===== src/rtl/gld_pkg.sv =====
package gld_pkg;

    localparam int MAX_CODE_BITS = 12;
    localparam int STACK_DEPTH   = 4096;
    localparam int TABLE_SIZE    = 1 << MAX_CODE_BITS;
    localparam int TABLE_AW      = MAX_CODE_BITS;
    localparam int STACK_AW      = $clog2(STACK_DEPTH);
    localparam int BUF_BITS      = 20;
    localparam int CFG_IDX_W     = 2;
    localparam int CFG_DATA_W    = 8;

    // register indexes
    localparam logic [CFG_IDX_W-1:0] REG_MIN_CODE_SIZE      = 2'd0;
    localparam logic [CFG_IDX_W-1:0] REG_TRANSPARENT_ENABLE = 2'd1;
    localparam logic [CFG_IDX_W-1:0] REG_TRANSPARENT_INDEX  = 2'd2;

    // operation codes on the input beat
    localparam logic [1:0] OPC_PUSH    = 2'd0;
    localparam logic [1:0] OPC_READ    = 2'd1;
    localparam logic [1:0] OPC_RESTART = 2'd2;

    typedef enum logic [1:0] {
        KIND_PUSH,
        KIND_READ,
        KIND_RESTART,
        KIND_NOP
    } kind_t;

    typedef struct packed {
        logic [1:0] operation;
        logic [7:0] code_byte;
    } gld_in_t;

    typedef struct packed {
        logic       accepted;
        logic       pixel_valid;
        logic [7:0] pixel_index;
        logic       transparent;
        logic       end_of_image;
        logic       code_error;
    } gld_out_t;

    typedef struct packed {
        kind_t      kind;
        logic [7:0] code_byte;
    } queue_item_t;

    typedef struct packed {
        logic [3:0] min_code_size;
        logic       transparent_enable;
        logic [7:0] transparent_index;
    } cfg_t;

endpackage


===== src/rtl/gld_front.sv =====
module gld_front (
    input  logic                 clk,
    input  logic                 rst_n,
    input  logic                 in_valid,
    output logic                 in_stall,
    input  gld_pkg::gld_in_t     in_data,
    output logic                 q_valid,
    input  logic                 q_pop,
    output gld_pkg::queue_item_t q_data
);
    import gld_pkg::*;

    queue_item_t entry_reg [2];
    logic        wr_ptr_reg;
    logic        rd_ptr_reg;
    logic [1:0]  count_reg;
    queue_item_t item;
    logic        push;
    logic        pop;

    // classify the incoming beat
    always_comb
    begin
        item.code_byte = in_data.code_byte;
        case (in_data.operation)
            OPC_PUSH:    item.kind = KIND_PUSH;
            OPC_READ:    item.kind = KIND_READ;
            OPC_RESTART: item.kind = KIND_RESTART;
            default:     item.kind = KIND_NOP;
        endcase
    end

    assign in_stall = (count_reg == 2'd2);
    assign q_valid  = (count_reg != 2'd0);
    assign q_data   = entry_reg[rd_ptr_reg];
    assign push     = in_valid && !in_stall;
    assign pop      = q_pop && q_valid;

    // store accepted beats
    always_ff @(posedge clk)
    begin
        if (push)
        begin
            entry_reg[wr_ptr_reg] <= item;
        end
    end

    // advance pointers and fill count
    always_ff @(posedge clk or negedge rst_n)
    begin
        if (!rst_n)
        begin
            wr_ptr_reg <= 1'b0;
            rd_ptr_reg <= 1'b0;
            count_reg  <= 2'd0;
        end
        else
        begin
            if (push)
            begin
                wr_ptr_reg <= !wr_ptr_reg;
            end
            if (pop)
            begin
                rd_ptr_reg <= !rd_ptr_reg;
            end
            if (push && !pop)
            begin
                count_reg <= count_reg + 2'd1;
            end
            else if (pop && !push)
            begin
                count_reg <= count_reg - 2'd1;
            end
        end
    end

endmodule


===== config.mk =====
export PLATFORM = sky130hd
export DESIGN_NAME = gld_front
export DESIGN_NICKNAME = d
export VERILOG_FILES = /design/src/rtl/gld_pkg.sv /design/src/rtl/gld_front.sv
export SDC_FILE = /design/constraint.sdc
export NUM_CORES = 1
export LEC_CHECK = 0
export BUFFER_PORTS_ARGS = -buffer_cell sky130_fd_sc_hd__buf_4
export CAP_MARGIN = 25
export CORE_ASPECT_RATIO = 1.2
export CORE_MARGIN = 3
export CORE_UTILIZATION = 55
export CTS_BUF_LIST = sky130_fd_sc_hd__clkbuf_4 sky130_fd_sc_hd__clkbuf_8
export DETAILED_ROUTE_END_ITERATION = 12
export PLACE_DENSITY_LB_ADDON = 0.05
export SLEW_MARGIN = 25
export SYNTH_ARGS = -nofsm -noshare
export SYNTH_HDL_FRONTEND = slang
export SYNTH_SLANG_ARGS = --single-unit

===== constraint.sdc =====
create_clock -name clk -period 2.8 [get_ports clk]
set_input_delay 0.42 -clock clk [delete_from_list [all_inputs] [get_ports clk]]
set_output_delay 0.42 -clock clk [all_outputs]
set_load 0.01 [all_outputs]

==> out/results.ini <==
[flow_run]
maxCapViolations=0

[clock_network]
clockBufferDepth=2
root_buffer=clkbuf_4
cts_tree=done
clk_pin_slew_worst_paths_ns=0.12
clock_latency_ns=0.30
cts_inserted_buffers=3
h-tree-depth=1
cts.sinks=24
cts_setup_buffers=0

[synthesis]
ys_types=16
yosys_warnings=0
synthArstFlopShare=0.167
synthCells=52
synth_edf_count=20
yosysMostFrequentCell=edfxtp_1
syn_area_um2=976
yosys_most_used_dff=edfxtp_1
synthTopCellsByArea=edfxtp_1, mux2_4, dfrtp_1
yosysSeqAreaShare=0.718
ys_top_cells_by_count=edfxtp_1, mux2_4, dfrtp_1
synth.top_cell.area_share=0.615
ys_seq_elements=24
syn_nets=67
yosysTopAreaCell=edfxtp_1
synth_area_per_cell_um2=18.8

[grt]
grtUsageTotal=0.145
grt_max_degree=15
grt_first_pass_wirelength_mm=2.36
gr-total-overflow=0
antenna_found_initial=0
grt_pass1_vias=522

[routing]
drc=0
dr.pass1.iters=4
detail-route-antenna-nets=0
viasPerCell=5.11
wl_per_cell_um=15.1
routed_wl_mm=1.47
dr_total_vias=496
drtIter0Drc=13

[sta]
maxSlewViolCount=0
rsz0062_at_grt=no
period_needed_ns=2.03
period_share=0.724
worst_pin_slew_ns=0.795
setup_viol=0
finalSetupTns_ns=0
hold_viol_final=0
skew_ns=0.00608
relSlewSlack=0.468
max_freq_mhz=493

[layout]
layout-drive-gt1-share=0.532
area_delta_synth_final_pct=26.0
layout.cells.non_filler=97
multi_input_area_um2=249
largest_reg_flops=20
fin_area_um2=1230
regArea_um2=701
n_antenna_cell=0
fin_nets=95
fill_cells=108

[setup_path]
critPathCaptureType=primary output
timing.rr.end=entry_reg[0][7]$_DFFE_PP_
arrival_ns=1.61
required_ns=2.38
path_max_fanout=11
rr_worst_depth=3
worstSetupStartpointType=flop
cp-startpoint=rd_ptr_reg$_DFFE_PN0P_
reg2reg_from=count_reg[0]$_DFFE_PN0P_
path_class=reg2out
r2r_slack_ns=1.14

[floorplanning]
coreArea_um2=1660
row_count=16
dieWidth_um=44.5
die-area_um2=2320
io_pins=26
die_y_um=52.1
start_util=0.587

[pwr]
ir_drop_v=0.000680
pwr_density_cell_nw_per_um2=1040
p_leak_nw=0.526

[min_path]
hold_start=in_data[2]
hold_class=in2reg
hold_end=entry_reg[1][2]$_DFFE_PP_
min_path_cells=1

[place]
dp_hpwl_mm=1.05
gp_congestion=0.651
numPortBuffers=25
placed_cell_area_um2=1170
dpl.cell_count=92

[run_status]
status=completed

[power by group]
part	internal [mW]	switching (mW)	total, mW	leakage (nW)
logic	0.275	0.184	0.459	0.265
clock network	0.145	0.0959	0.241	0.0279
registers	0.498	0.0790	0.577	0.232
total	0.917	0.358	1.28	0.526
[through the flow]
stage	hold WS, ns	power, mW	utilization	setup slack [ns]
final	0.287	1.28	0.740	0.772
after global routing	0.270	1.34	0.740	0.694
after CTS	0.281	1.29	0.740	0.765
after detailed placement	0.222	1.05	0.703	1.12
after global placement	0.222	1.03	0.703	1.14
after floorplan	0.124	0.879	-	1.35
[per-layer routing]
| metal | routed length, um | track usage |
|---|---|---|
| met5 | 0 | 0 |
| met4 | 8 | 0.0603 |
| met3 | 72 | 0.0242 |
| met2 | 847 | 0.274 |
| met1 | 537 | 0.155 |
[worst max-delay path, cell delays in order, from the launching register on]
cell     delay (ns)
dfrtp_1        0.76
mux2_2         0.40
buf_4          0.14
[final cells by class]
| class | count | share of cell area |
|---|---|---|
| Multi-Input combinational cell | 23 | 0.202 |
| Timing Repair Buffer | 26 | 0.161 |
| Sequential cell | 24 | 0.570 |
| Clock inverter | 1 | 0.0244 |
| Inverter | 2 | 0.00610 |
| Tap cell | 18 | 0.0183 |
| Clock buffer | 3 | 0.0183 |
[kinds of logic after synthesis]
group,Yosys count,synth area share
multiplexers,10,0.150
adder cells (fa/ha/maj),1,0.0128
AND/OR/NAND/NOR,7,0.0475
buffers and inverters,5,0.0269
XOR/XNOR,5,0.0449
flip-flops,24,0.718
[how the worst max path moves through the flow]
stage	slack (ns)	cells after the start	to
after floorplan	1.35	3	entry_reg[0][0]$_DFFE_PP_
after global placement	1.14	2	q_data[6]
after detailed placement	1.12	3	entry_reg[0][0]$_DFFE_PP_
after CTS	0.76	2	q_data[6]
after global routing	0.69	2	q_data[6]
final	0.77	2	q_data[6]
[layout by cell type, fill, tap and decap left out, drive strengths merged, types with 2 or more instances in the layout]
cell,synthesis,routed
dfrtp,4,4
clkbuf,2,3
edfxtp,20,20
buf,1,25
mux2,10,10
inv,2,2
nand2,2,2
xnor2,3,3
xor2,2,2
nor2,2,2
[what timing repair did]
action,4_1_cts,5_1_grt
hold endpoints to repair,4,0
hold buffers,1,0
endpoints found under the setup margin,0,0
gates resized for setup,0,0
Note: power is estimated with default switching activity, not from simulation.
